### src/design/wfpd_pkg.sv
// Package: item types, register indexes, reset values and constants for the wall-follow drive.
`default_nettype none
package wfpd_pkg;

  // Input item
  typedef struct packed {
    logic        func;
    logic [12:0] right_dist;
    logic        guard_enable;
    logic [31:0] now_ms;
  } in_item_t;

  // Result item
  typedef struct packed {
    logic [11:0] left_speed;
    logic [11:0] right_speed;
  } out_item_t;

  // Configuration port widths
  localparam int CfgIdxW  = 3;
  localparam int CfgDataW = 13;

  // Register indexes
  localparam logic [CfgIdxW-1:0] REG_TARGET    = 3'd0;
  localparam logic [CfgIdxW-1:0] REG_DEAD_BAND = 3'd1;
  localparam logic [CfgIdxW-1:0] REG_WALL_MAX  = 3'd2;
  localparam logic [CfgIdxW-1:0] REG_GAIN_P    = 3'd3;
  localparam logic [CfgIdxW-1:0] REG_GAIN_I    = 3'd4;
  localparam logic [CfgIdxW-1:0] REG_GAIN_D    = 3'd5;
  localparam logic [CfgIdxW-1:0] REG_BASE      = 3'd6;

  // Register reset values
  localparam logic [9:0]  RST_TARGET    = 10'd152;
  localparam logic [7:0]  RST_DEAD_BAND = 8'd24;
  localparam logic [12:0] RST_WALL_MAX  = 13'd200;
  localparam logic [11:0] RST_GAIN_P    = 12'd435;
  localparam logic [11:0] RST_GAIN_I    = 12'd0;
  localparam logic [11:0] RST_GAIN_D    = 12'd768;
  localparam logic [10:0] RST_BASE      = 11'd800;

  // Controller constants
  localparam logic [31:0] DT_MAX      = 32'd500;
  localparam logic [8:0]  DT_MIN      = 9'd1;
  localparam logic [10:0] GUARD_LEAN  = 11'd32;
  localparam logic [12:0] WHEEL_MIN   = 13'd160;
  localparam logic signed [23:0] INTEG_LIM  = 24'sd480000;
  localparam logic signed [23:0] INTEG_NLIM = -24'sd480000;

  // Multiplier constant operands
  localparam logic [19:0] K_MS_PER_S   = 20'd1000;
  localparam logic [19:0] K_US_PER_S   = 20'd1000000;
  localparam logic [19:0] K_HALF_DEN   = 20'd128000;

  // Divider geometry
  localparam int DivNumW = 48;
  localparam int DivDenW = 27;
  localparam int DivQW   = 10;

endpackage
`default_nettype wire

### src/design/wfpd_div.sv
// Restoring divider: one quotient bit per cycle, saturating quotient.
`default_nettype none
module wfpd_div
  import wfpd_pkg::*;
(
  input  wire logic               clk,
  input  wire logic               rst_n,
  input  wire logic               start,
  input  wire logic [DivNumW-1:0] num,
  input  wire logic [DivDenW-1:0] den,
  output logic                    done,
  output logic [DivQW-1:0]        quot
);

  localparam int DvW  = DivDenW + DivQW;
  localparam int CntW = $clog2(DivQW + 1);
  localparam logic [CntW-1:0] CntTop = CntW'(DivQW);

  logic               busy_r, busy_nxt;
  logic               done_r, done_nxt;
  logic [DivNumW-1:0] rem_r, rem_nxt;
  logic [DvW-1:0]     dv_r, dv_nxt;
  logic [CntW-1:0]    cnt_r, cnt_nxt;
  logic [DivQW-1:0]   q_r, q_nxt;
  logic               ge;

  assign ge = rem_r >= DivNumW'(dv_r);

  // First step checks for overflow, then one quotient bit per step
  always_comb begin
    busy_nxt = busy_r;
    done_nxt = 1'b0;
    rem_nxt  = rem_r;
    dv_nxt   = dv_r;
    cnt_nxt  = cnt_r;
    q_nxt    = q_r;
    if (start) begin
      busy_nxt = 1'b1;
      rem_nxt  = num;
      dv_nxt   = {den, {DivQW{1'b0}}};
      cnt_nxt  = CntTop;
      q_nxt    = '0;
    end else if (busy_r) begin
      dv_nxt  = dv_r >> 1;
      cnt_nxt = cnt_r - 1'b1;
      if (cnt_r == CntTop) begin
        if (ge) begin
          q_nxt    = '1;
          busy_nxt = 1'b0;
          done_nxt = 1'b1;
        end
      end else begin
        q_nxt = {q_r[DivQW-2:0], ge};
        if (ge) begin
          rem_nxt = rem_r - DivNumW'(dv_r);
        end
        if (cnt_r == '0) begin
          busy_nxt = 1'b0;
          done_nxt = 1'b1;
        end
      end
    end
  end

  // Control state
  always_ff @(posedge clk) begin
    if (!rst_n) begin
      busy_r <= 1'b0;
      done_r <= 1'b0;
    end else begin
      busy_r <= busy_nxt;
      done_r <= done_nxt;
    end
  end

  // Datapath
  always_ff @(posedge clk) begin
    rem_r <= rem_nxt;
    dv_r  <= dv_nxt;
    cnt_r <= cnt_nxt;
    q_r   <= q_nxt;
  end

  assign done = done_r;
  assign quot = q_r;

endmodule
`default_nettype wire

### src/design/wall_follow_pid_drive.sv
// Top level: wall-follow PID drive with one shared multiplier and an iterative divider.
//
//  channel | ports                          | direction
//  input   | in_valid, in_stall, in_data    | item in, stall out
//  result  | out_valid, out_stall, out_data | item out, stall in
//  config  | cfg_we, cfg_index, cfg_wdata   | write only
//
// A control item runs through decode, nine passes through the shared
// multiplier, eleven divider steps and the wheel clamp. Reset and guard items
// branch off at ST_PRE, dead-band items at ST_DEC. in_stall is high while an item is
// in work. The result register holds a finished item while out_stall is high;
// the next item is taken meanwhile. rst_n is synchronous and clears the state.
`default_nettype none
module wall_follow_pid_drive
  import wfpd_pkg::*;
(
  input  wire logic                clk,
  input  wire logic                rst_n,
  input  wire logic                in_valid,
  output logic                     in_stall,
  input  wire in_item_t            in_data,
  output logic                     out_valid,
  input  wire logic                out_stall,
  output out_item_t                out_data,
  input  wire logic                cfg_we,
  input  wire logic [CfgIdxW-1:0]  cfg_index,
  input  wire logic [CfgDataW-1:0] cfg_wdata
);

  // Sequencer codes
  localparam logic [4:0] ST_IDLE = 5'd0;
  localparam logic [4:0] ST_PRE  = 5'd1;
  localparam logic [4:0] ST_DEC  = 5'd2;
  localparam logic [4:0] ST_M0   = 5'd3;
  localparam logic [4:0] ST_M1   = 5'd4;
  localparam logic [4:0] ST_M2   = 5'd5;
  localparam logic [4:0] ST_M3   = 5'd6;
  localparam logic [4:0] ST_M4   = 5'd7;
  localparam logic [4:0] ST_M5   = 5'd8;
  localparam logic [4:0] ST_M6   = 5'd9;
  localparam logic [4:0] ST_M7   = 5'd10;
  localparam logic [4:0] ST_M8   = 5'd11;
  localparam logic [4:0] ST_ABS  = 5'd12;
  localparam logic [4:0] ST_DIV  = 5'd13;
  localparam logic [4:0] ST_FIN  = 5'd14;
  localparam logic [4:0] ST_PUT  = 5'd15;

  // Configuration registers
  logic [9:0]  target_r;
  logic [7:0]  dead_band_r;
  logic [12:0] wall_max_r;
  logic [11:0] gain_p_r, gain_i_r, gain_d_r;
  logic [10:0] base_r;

  // Controller state
  logic signed [19:0] integ_r, integ_nxt;
  logic signed [13:0] prev_err_r, prev_err_nxt;
  logic [31:0]        prev_time_r, prev_time_nxt;

  // Sequencer and datapath
  logic [4:0]         state_r, state_nxt;
  in_item_t           item_r;
  logic [8:0]         dt_r, dt_nxt;
  logic signed [13:0] err_r, err_nxt;
  logic signed [14:0] delta_r, delta_nxt;
  logic [18:0]        dtk_r, dtk_nxt;
  logic signed [47:0] prod_r;
  logic signed [47:0] acc_r, acc_nxt;
  logic               neg_r, neg_nxt;
  out_item_t          res_r, res_nxt;
  logic               out_valid_r, out_valid_nxt;
  out_item_t          out_data_r;

  // Shared multiplier
  logic signed [31:0] mul_a;
  logic [19:0]        mul_b;
  logic signed [52:0] mul_p;

  // Step decode helpers
  logic [31:0]        diff;
  logic               guard_hit;
  logic [13:0]        mag;
  logic signed [23:0] isum;
  logic [DivNumW-1:0] div_num;
  logic [DivDenW-1:0] div_den;
  logic               div_done;
  logic [DivQW-1:0]   div_q;
  logic [9:0]         half;
  logic [9:0]         qc;
  logic signed [12:0] corr;
  logic [11:0]        top;

  // Clamp one wheel to the low bound first, then to the high bound
  function automatic logic [11:0] wheel_clamp(input logic signed [12:0] v,
                                              input logic [11:0] hi);
    logic [11:0] r;
    if (v < $signed(WHEEL_MIN)) begin
      r = WHEEL_MIN[11:0];
    end else if (v > $signed({1'b0, hi})) begin
      r = hi;
    end else begin
      r = v[11:0];
    end
    return r;
  endfunction

  // Configuration writes
  always_ff @(posedge clk) begin
    if (!rst_n) begin
      target_r    <= RST_TARGET;
      dead_band_r <= RST_DEAD_BAND;
      wall_max_r  <= RST_WALL_MAX;
      gain_p_r    <= RST_GAIN_P;
      gain_i_r    <= RST_GAIN_I;
      gain_d_r    <= RST_GAIN_D;
      base_r      <= RST_BASE;
    end else if (cfg_we) begin
      unique case (cfg_index)
        REG_TARGET:    target_r    <= cfg_wdata[9:0];
        REG_DEAD_BAND: dead_band_r <= cfg_wdata[7:0];
        REG_WALL_MAX:  wall_max_r  <= cfg_wdata[12:0];
        REG_GAIN_P:    gain_p_r    <= cfg_wdata[11:0];
        REG_GAIN_I:    gain_i_r    <= cfg_wdata[11:0];
        REG_GAIN_D:    gain_d_r    <= cfg_wdata[11:0];
        REG_BASE:      base_r      <= cfg_wdata[10:0];
        default: ;
      endcase
    end
  end

  // Select multiplier operands per step
  always_comb begin
    mul_a = '0;
    mul_b = '0;
    unique case (state_r)
      ST_M0: begin mul_a = 32'(dt_r);            mul_b = K_MS_PER_S;      end
      ST_M1: begin mul_a = 32'(err_r);           mul_b = 20'(dt_r);       end
      ST_M2: begin mul_a = 32'(err_r);           mul_b = 20'(gain_p_r);   end
      ST_M3: begin mul_a = prod_r[31:0];         mul_b = 20'(dtk_r);      end
      ST_M4: begin mul_a = 32'(integ_r);         mul_b = 20'(gain_i_r);   end
      ST_M5: begin mul_a = prod_r[31:0];         mul_b = 20'(dt_r);       end
      ST_M6: begin mul_a = 32'(delta_r);         mul_b = 20'(gain_d_r);   end
      ST_M7: begin mul_a = prod_r[31:0];         mul_b = K_US_PER_S;      end
      ST_M8: begin mul_a = 32'(dt_r);            mul_b = K_HALF_DEN;      end
      default: ;
    endcase
  end

  assign mul_p = mul_a * $signed({1'b0, mul_b});

  always_ff @(posedge clk) begin
    prod_r <= mul_p[47:0];
  end

  // Step decode terms
  assign diff      = item_r.now_ms - prev_time_r;
  assign guard_hit = item_r.guard_enable && (item_r.right_dist > wall_max_r);
  assign mag       = err_r[13] ? 14'(-err_r) : 14'(err_r);
  assign isum      = 24'(integ_r) + $signed(prod_r[23:0]);

  // Rounding divide: |num| plus half the divisor over the divisor
  assign div_num = acc_r[47] ? DivNumW'(-acc_r) + DivNumW'(prod_r)
                             : DivNumW'(acc_r) + DivNumW'(prod_r);
  assign div_den = {prod_r[DivDenW-2:0], 1'b0};

  wfpd_div u_div (
    .clk   (clk),
    .rst_n (rst_n),
    .start (state_r == ST_ABS),
    .num   (div_num),
    .den   (div_den),
    .done  (div_done),
    .quot  (div_q)
  );

  // Correction and wheel bounds
  assign half = base_r[10:1];
  assign qc   = (div_q > half) ? half : div_q;
  assign corr = neg_r ? -$signed({3'b0, qc}) : $signed({3'b0, qc});
  assign top  = {1'b0, base_r} + {2'b0, half};

  // Sequencer
  always_comb begin
    state_nxt     = state_r;
    integ_nxt     = integ_r;
    prev_err_nxt  = prev_err_r;
    prev_time_nxt = prev_time_r;
    dt_nxt        = dt_r;
    err_nxt       = err_r;
    delta_nxt     = delta_r;
    dtk_nxt       = dtk_r;
    acc_nxt       = acc_r;
    neg_nxt       = neg_r;
    res_nxt       = res_r;
    unique case (state_r)
      ST_IDLE: begin
        if (in_valid) begin
          state_nxt = ST_PRE;
        end
      end
      ST_PRE: begin
        err_nxt = $signed({1'b0, item_r.right_dist}) - $signed({4'b0, target_r});
        delta_nxt = 15'(err_nxt) - 15'(prev_err_r);
        if (diff == '0) begin
          dt_nxt = DT_MIN;
        end else if (diff > DT_MAX) begin
          dt_nxt = DT_MAX[8:0];
        end else begin
          dt_nxt = diff[8:0];
        end
        if (item_r.func || guard_hit) begin
          integ_nxt     = '0;
          prev_err_nxt  = '0;
          prev_time_nxt = item_r.now_ms;
        end
        if (item_r.func) begin
          state_nxt = ST_IDLE;
        end else if (guard_hit) begin
          res_nxt.left_speed  = (base_r < GUARD_LEAN) ? '0 : 12'(base_r - GUARD_LEAN);
          res_nxt.right_speed = {1'b0, base_r} + {1'b0, GUARD_LEAN};
          state_nxt = ST_PUT;
        end else begin
          state_nxt = ST_DEC;
        end
      end
      ST_DEC: begin
        prev_time_nxt = item_r.now_ms;
        if (mag < {6'b0, dead_band_r}) begin
          integ_nxt           = '0;
          prev_err_nxt        = err_r;
          res_nxt.left_speed  = {1'b0, base_r};
          res_nxt.right_speed = {1'b0, base_r};
          state_nxt = ST_PUT;
        end else begin
          state_nxt = ST_M0;
        end
      end
      ST_M0: state_nxt = ST_M1;
      ST_M1: begin
        dtk_nxt   = prod_r[18:0];
        state_nxt = ST_M2;
      end
      ST_M2: begin
        // Integral update with clamp
        if (isum < INTEG_NLIM) begin
          integ_nxt = INTEG_NLIM[19:0];
        end else if (isum > INTEG_LIM) begin
          integ_nxt = INTEG_LIM[19:0];
        end else begin
          integ_nxt = isum[19:0];
        end
        prev_err_nxt = err_r;
        state_nxt    = ST_M3;
      end
      ST_M3: state_nxt = ST_M4;
      ST_M4: begin
        acc_nxt   = prod_r;
        state_nxt = ST_M5;
      end
      ST_M5: state_nxt = ST_M6;
      ST_M6: begin
        acc_nxt   = acc_r + prod_r;
        state_nxt = ST_M7;
      end
      ST_M7: state_nxt = ST_M8;
      ST_M8: begin
        acc_nxt   = acc_r + prod_r;
        state_nxt = ST_ABS;
      end
      ST_ABS: begin
        neg_nxt   = acc_r[47];
        state_nxt = ST_DIV;
      end
      ST_DIV: begin
        if (div_done) begin
          state_nxt = ST_FIN;
        end
      end
      ST_FIN: begin
        res_nxt.left_speed  = wheel_clamp(13'({2'b0, base_r}) + corr, top);
        res_nxt.right_speed = wheel_clamp(13'({2'b0, base_r}) - corr, top);
        state_nxt = ST_PUT;
      end
      ST_PUT: begin
        if (!out_valid_r || !out_stall) begin
          state_nxt = ST_IDLE;
        end
      end
      default: state_nxt = ST_IDLE;
    endcase
  end

  // Result register: load from the sequencer, drop when taken
  always_comb begin
    out_valid_nxt = out_valid_r;
    if (out_valid_r && !out_stall) begin
      out_valid_nxt = 1'b0;
    end
    if (state_r == ST_PUT && (!out_valid_r || !out_stall)) begin
      out_valid_nxt = 1'b1;
    end
  end

  // Control and controller state
  always_ff @(posedge clk) begin
    if (!rst_n) begin
      state_r     <= ST_IDLE;
      integ_r     <= '0;
      prev_err_r  <= '0;
      prev_time_r <= '0;
      out_valid_r <= 1'b0;
    end else begin
      state_r     <= state_nxt;
      integ_r     <= integ_nxt;
      prev_err_r  <= prev_err_nxt;
      prev_time_r <= prev_time_nxt;
      out_valid_r <= out_valid_nxt;
    end
  end

  // Payload registers
  always_ff @(posedge clk) begin
    if (state_r == ST_IDLE && in_valid) begin
      item_r <= in_data;
    end
    if (state_r == ST_PUT && (!out_valid_r || !out_stall)) begin
      out_data_r <= res_r;
    end
    dt_r    <= dt_nxt;
    err_r   <= err_nxt;
    delta_r <= delta_nxt;
    dtk_r   <= dtk_nxt;
    acc_r   <= acc_nxt;
    neg_r   <= neg_nxt;
    res_r   <= res_nxt;
  end

  assign in_stall  = (state_r != ST_IDLE);
  assign out_valid = out_valid_r;
  assign out_data  = out_data_r;

endmodule
`default_nettype wire

### config.mk
export PLATFORM = sky130hd
export DESIGN_NAME = wall_follow_pid_drive
export DESIGN_NICKNAME = d
export VERILOG_FILES = /design/src/design/wfpd_pkg.sv /design/src/design/wfpd_div.sv /design/src/design/wall_follow_pid_drive.sv
export SDC_FILE = /design/constraint.sdc
export NUM_CORES = 2
export LEC_CHECK = 0
export BUFFER_PORTS_ARGS = -buffer_cell sky130_fd_sc_hd__buf_4
export CORE_AREA = 2 2 432 434
export CTS_CLUSTER_SIZE = 24
export DETAILED_ROUTE_END_ITERATION = 10
export DIE_AREA = 0 0 434 436
export GPL_ROUTABILITY_DRIVEN = 0
export PLACE_DENSITY = 0.53
export RECOVER_POWER = 25
export SLEW_MARGIN = 20
export SYNTH_ARGS = -nofsm -noshare
export SYNTH_HDL_FRONTEND = slang
export SYNTH_SLANG_ARGS = --single-unit
### constraint.sdc
create_clock -name clk -period 9.5 [get_ports clk]
set_input_delay 0.475 -clock clk [delete_from_list [all_inputs] [get_ports clk]]
set_output_delay 0.475 -clock clk [all_outputs]
set_load 0.02 [all_outputs]
==> reports/metrics.sh <==
CLKTRANSATPATHREGS_PS=60
NUMBER_OF_FILLERS_IN_THE_FINAL_LAYOUT=19340
REPORT.FINAL.SLEW_VIOL_COUNT=171
SYNTH_AREA_PER_CELL_UM2=8.619
FAILED_CHECKS='capacitance limit, slew limit'
GRT_UTIL_ALL_LAYERS_PCT=17.89
HOLD_START='cfg_wdata[12]'
SETUP.WORST_PATH.START='state_r[1]'
CPPEAKSTAGEDELAY_PS=990
LAYOUT.CELL_AREA.NON_FILLER_UM2=61370
FLOORPLAN.INITIALDENSITY_PCT=29.84
CRIT_TOP_CELL='sky130_fd_sc_hd__fa_1'
FINALCOREUTILIZATION_PCT=33.24
DIE_WIDTH_UM=434
DRC_ERRORS=0
GRT_ANTENNA_BEFORE_REPAIR=2
STARTPOINT_TYPE_OF_THE_WORST_SETUP_PATH='flip-flop'
SETUP_VIOL=0
FINAL.MIN_CLOCK_PERIOD_PS=9150
POST-PLACE-CELLS=8825
WORST_SETUP_PATH_END_KIND='flip-flop'
LAYOUT-AREA-OVERHEAD-VS-SYNTH_PCT=11.38
SYNTH_ENABLE_FLOP_CELLS=275
FLOORPLAN.IO_PINS=94
HTREEDEPTH=2
TIMING_WORST_SETUP_PATH_TYPE='flip-flop to flip-flop'
WORST_IR_DROP_VDD_mV=0.1375
FIN_HOLD_WS_PS=95.89
GRT_START_MAX_NET_PINS=95
DIE_AREA_UM2=189200
ASYNC_SET_OR_RESET_REGISTER_RATIO_AFTER_SYNTHESIS_PCT=0
CRITICAL_PATH.REG2REG.STARTPOINT='state_r[1]'
WORST_PATH_MAX_DELAY_CELL='sky130_fd_sc_hd__and4_1'
SYNTH_FP_NETS=7494
SYNTH_SEQ_AREA_SHARE_PCT=23.12
HOLD_VIOL_FINAL=0
POWER-PER-CELL-AREA_nW_PER_UM2=109.4
OUTCOME='complete, but fails checks'
CRITICAL_PATH_REQUIRED_PS=10030
TOTAL_AREA_OF_MULTI_INPUT_COMBINATIONAL_CELLS_UM2=37820
SYNTH_CELLS=6393
MAX_CAP_VIOLATIONS=3
LAYOUTNONFILLERINSTCOUNT=8986
WORSTPATHARRIVAL_PS=9680
CLOCK_SINKS=499
FINISH.NET_COUNT=7554
DPL-INSTANCE-AREA_UM2=59010
CTS_ROOT_BUF='sky130_fd_sc_hd__clkbuf_16'
SEQUENTIAL_CELL_AREA_UM2=12740
FINAL_ANTENNA_NET_COUNT=0
CTS_INSERTED_BUFFERS=60
YOSYS.CELL_TYPES.COUNT=92
FIRST_PASS_GRT_WIRE_LENGTH_UM=267500
TOP_CELLS_BY_AREA_IN_THE_SYNTHESIZED_NETLIST='sky130_fd_sc_hd__fa_1, sky130_fd_sc_hd__edfxtp_1, sky130_fd_sc_hd__ha_1'
TOTAL_LEAKAGE_POWER_nW=26.98
DIE_Y_UM=436
TIMING.SLEW.HEADROOM_PCT=-137.6
SYNTH_TOP_AREA_CELL='sky130_fd_sc_hd__fa_1'
CORE_AR_UM2=184600
DETAILEDROUTE.FIRSTITERATIONVIOLATIONS=3243
YS_DOMINANT_REG_CELL='sky130_fd_sc_hd__edfxtp_1'
PERIOD_SHARE_PCT=96.32
SYNTH.FF_LATCH_COUNT=499
WORSTPATHMAXFANOUT=18
SETUP-TNS-FINAL_PS=0
DPL.HPWL_UM=136100
SYNTH-WARNING-COUNT=0
TOTAL_NUMBER_OF_VIAS=44980
ACHIEVABLE-FREQUENCY_MHz=109.3
PORT_BUFFERS=93
TRITONCTS='built'
NETLIST.AREA_LEADER.SHARE_PCT=21.87
CLOCK_PATH_BUFFERS=3
NUM_ROWS=158
TOTALWIRELENGTH_UM=169700
SHARE_OF_POST_ROUTE_CELLS_WITH_DRIVE_STRENGTH_ABOVE_1_PCT=5.597
MAX_SLEW.WORST_PIN.SLEW_PS=3563
WORSTSKEWPAIRLATENCY_PS=680
HP_CLASS='input port to flip-flop'
DRT_PASS1_ITERATIONS=6
RSZ0062_AT_GRT='no'
CLOCK-SKEW-FINAL_PS=47.81
ROUTE.DETAILED.VIAS_PER_INST=5.005
POST_SYNTH_INSTANCE_AREA_UM2=55100
GR-TOTAL-OVERFLOW=0
VIA_COUNT_OF_THE_FIRST_GLOBAL_ROUTING_PASS=45540
ROUTEDWLPERCELL_UM=18.89
==> Yosys cell counts, types with 76 or more instances <==
| cell type | n |
|---|---|
| sky130_fd_sc_hd__edfxtp_1 | 275 |
| sky130_fd_sc_hd__nand2_1 | 800 |
| sky130_fd_sc_hd__clkbuf_1 | 256 |
| sky130_fd_sc_hd__nor3_1 | 76 |
| sky130_fd_sc_hd__xnor2_1 | 222 |
| sky130_fd_sc_hd__o21ai_0 | 259 |
| sky130_fd_sc_hd__a21oi_1 | 401 |
| sky130_fd_sc_hd__nor2_1 | 645 |
| sky130_fd_sc_hd__nand3_1 | 93 |
| sky130_fd_sc_hd__dfxtp_1 | 224 |
| sky130_fd_sc_hd__inv_1 | 942 |
| sky130_fd_sc_hd__a21o_1 | 134 |
| sky130_fd_sc_hd__ha_1 | 431 |
| sky130_fd_sc_hd__fa_1 | 602 |
==> flip-flops by register name (all words and copies together), names as in the netlist, 13 cells and up <==
name         flops
acc_r           48
u_div.rem_r     48
integ_r         20
prev_time_r     32
wall_max_r      13
res_r           24
err_r           14
u_div.dv_r      37
delta_r         15
prev_err_r      14
dtk_r           19
item_r          47
out_data        24
prod_r          48
==> layer usage <==
layer  part of all wire (%)  wire length, um  GRT usage (%)
met1                     46            78920          25.25
met2                     44            74540          27.85
met5                      0                0              0
met3                    6.2            10600          2.830
met4                    3.4             5688          5.684
==> stage by stage <==
step	worst slack [ps]	power, W
global route	24.67	0.007057
global placement	495.9	0.004287
detailed placement	447.0	0.004303
floorplan	1047	0.003738
finish	349.8	0.006717
CTS	499.8	0.006778
==> report_power, final <==
| group | switching [W] | internal, W |
|---|---|---|
| sequential | 0.000100 | 0.00243 |
| combinational | 0.00113 | 0.000635 |
| clock | 0.000994 | 0.00143 |
==> placed cells by master (no fill, tap or decap), types with 44 or more instances in the layout <==
cell type / Yosys / layout
sky130_fd_sc_hd__xnor2_1: 222 / 222
sky130_fd_sc_hd__o21bai_1: 54 / 54
sky130_fd_sc_hd__a21o_1: 134 / 134
sky130_fd_sc_hd__clkbuf_16: 0 / 64
sky130_fd_sc_hd__inv_1: 942 / 942
sky130_fd_sc_hd__nand2b_1: 62 / 60
sky130_fd_sc_hd__ha_1: 431 / 431
sky130_fd_sc_hd__dlygate4sd3_1: 0 / 46
sky130_fd_sc_hd__fa_1: 602 / 602
sky130_fd_sc_hd__a21oi_1: 401 / 398
sky130_fd_sc_hd__mux2i_1: 59 / 59
sky130_fd_sc_hd__o21a_1: 48 / 48
sky130_fd_sc_hd__xor2_1: 73 / 73
sky130_fd_sc_hd__nor3_1: 76 / 74
sky130_fd_sc_hd__dfxtp_1: 224 / 223
sky130_fd_sc_hd__o21ai_0: 259 / 255
sky130_fd_sc_hd__edfxtp_1: 275 / 275
sky130_fd_sc_hd__clkbuf_1: 256 / 54
sky130_fd_sc_hd__nor2b_1: 51 / 51
sky130_fd_sc_hd__nand3_1: 93 / 93
sky130_fd_sc_hd__buf_4: 2 / 149
sky130_fd_sc_hd__nor2_1: 645 / 643
sky130_fd_sc_hd__nand4_1: 44 / 44
sky130_fd_sc_hd__nand2_1: 800 / 798
==> path summary, 6_finish.rpt <==
kind	endpoint	slack, ps	cells after the start
max	prod_r[47]	350	27
min	wall_max_r[12]	100	3
min reg2reg	out_data[18]	410	0
max reg2reg	prod_r[47]	350	27
==> worst max-delay path, delay by kind of cell, from the launching register on <==
family | cells | cell delay (ps)
xor gates and xnor gates | 1 | 140
buffers and inverters | 5 | 420
AOI/OAI and AO/OA | 6 | 2160
adders and majority gates | 8 | 3990
DFF | 1 | 520
and+or+nand+nor | 7 | 1810
==> timing repair <==
| action | CTS | global route |
|---|---|---|
| hold buffers | 46 | 0 |
| gates resized for setup | 0 | 1 |
| hold endpoints to repair | 46 | 0 |
| buffers inserted | 0 | 0 |
| setup endpoints to repair | 0 | 1 |
==> layout make-up <==
cell class	instances	share of cell area, %
multi-input combinational	4662	61.63
sequential	499	20.76
inverter	946	5.788
tap	2480	5.056
timing repair buffer	284	3.380
clock buffer	76	2.748
clock inverter	36	0.6259
antenna	3	0.01223
==> kinds of logic after synthesis <==
family | Yosys count | share of synthesized area [%]
AND/OR/NAND/NOR | 1996 | 16.05
AO/OA/AOI/OAI | 1275 | 14.90
buffers and inverters | 1232 | 8.431
adder cells (fa/ha/maj) | 1033 | 31.66
flip-flops | 499 | 23.12
XOR/XNOR | 295 | 4.689
multiplexers | 63 | 1.153
Power figures use the tool's default switching activity.
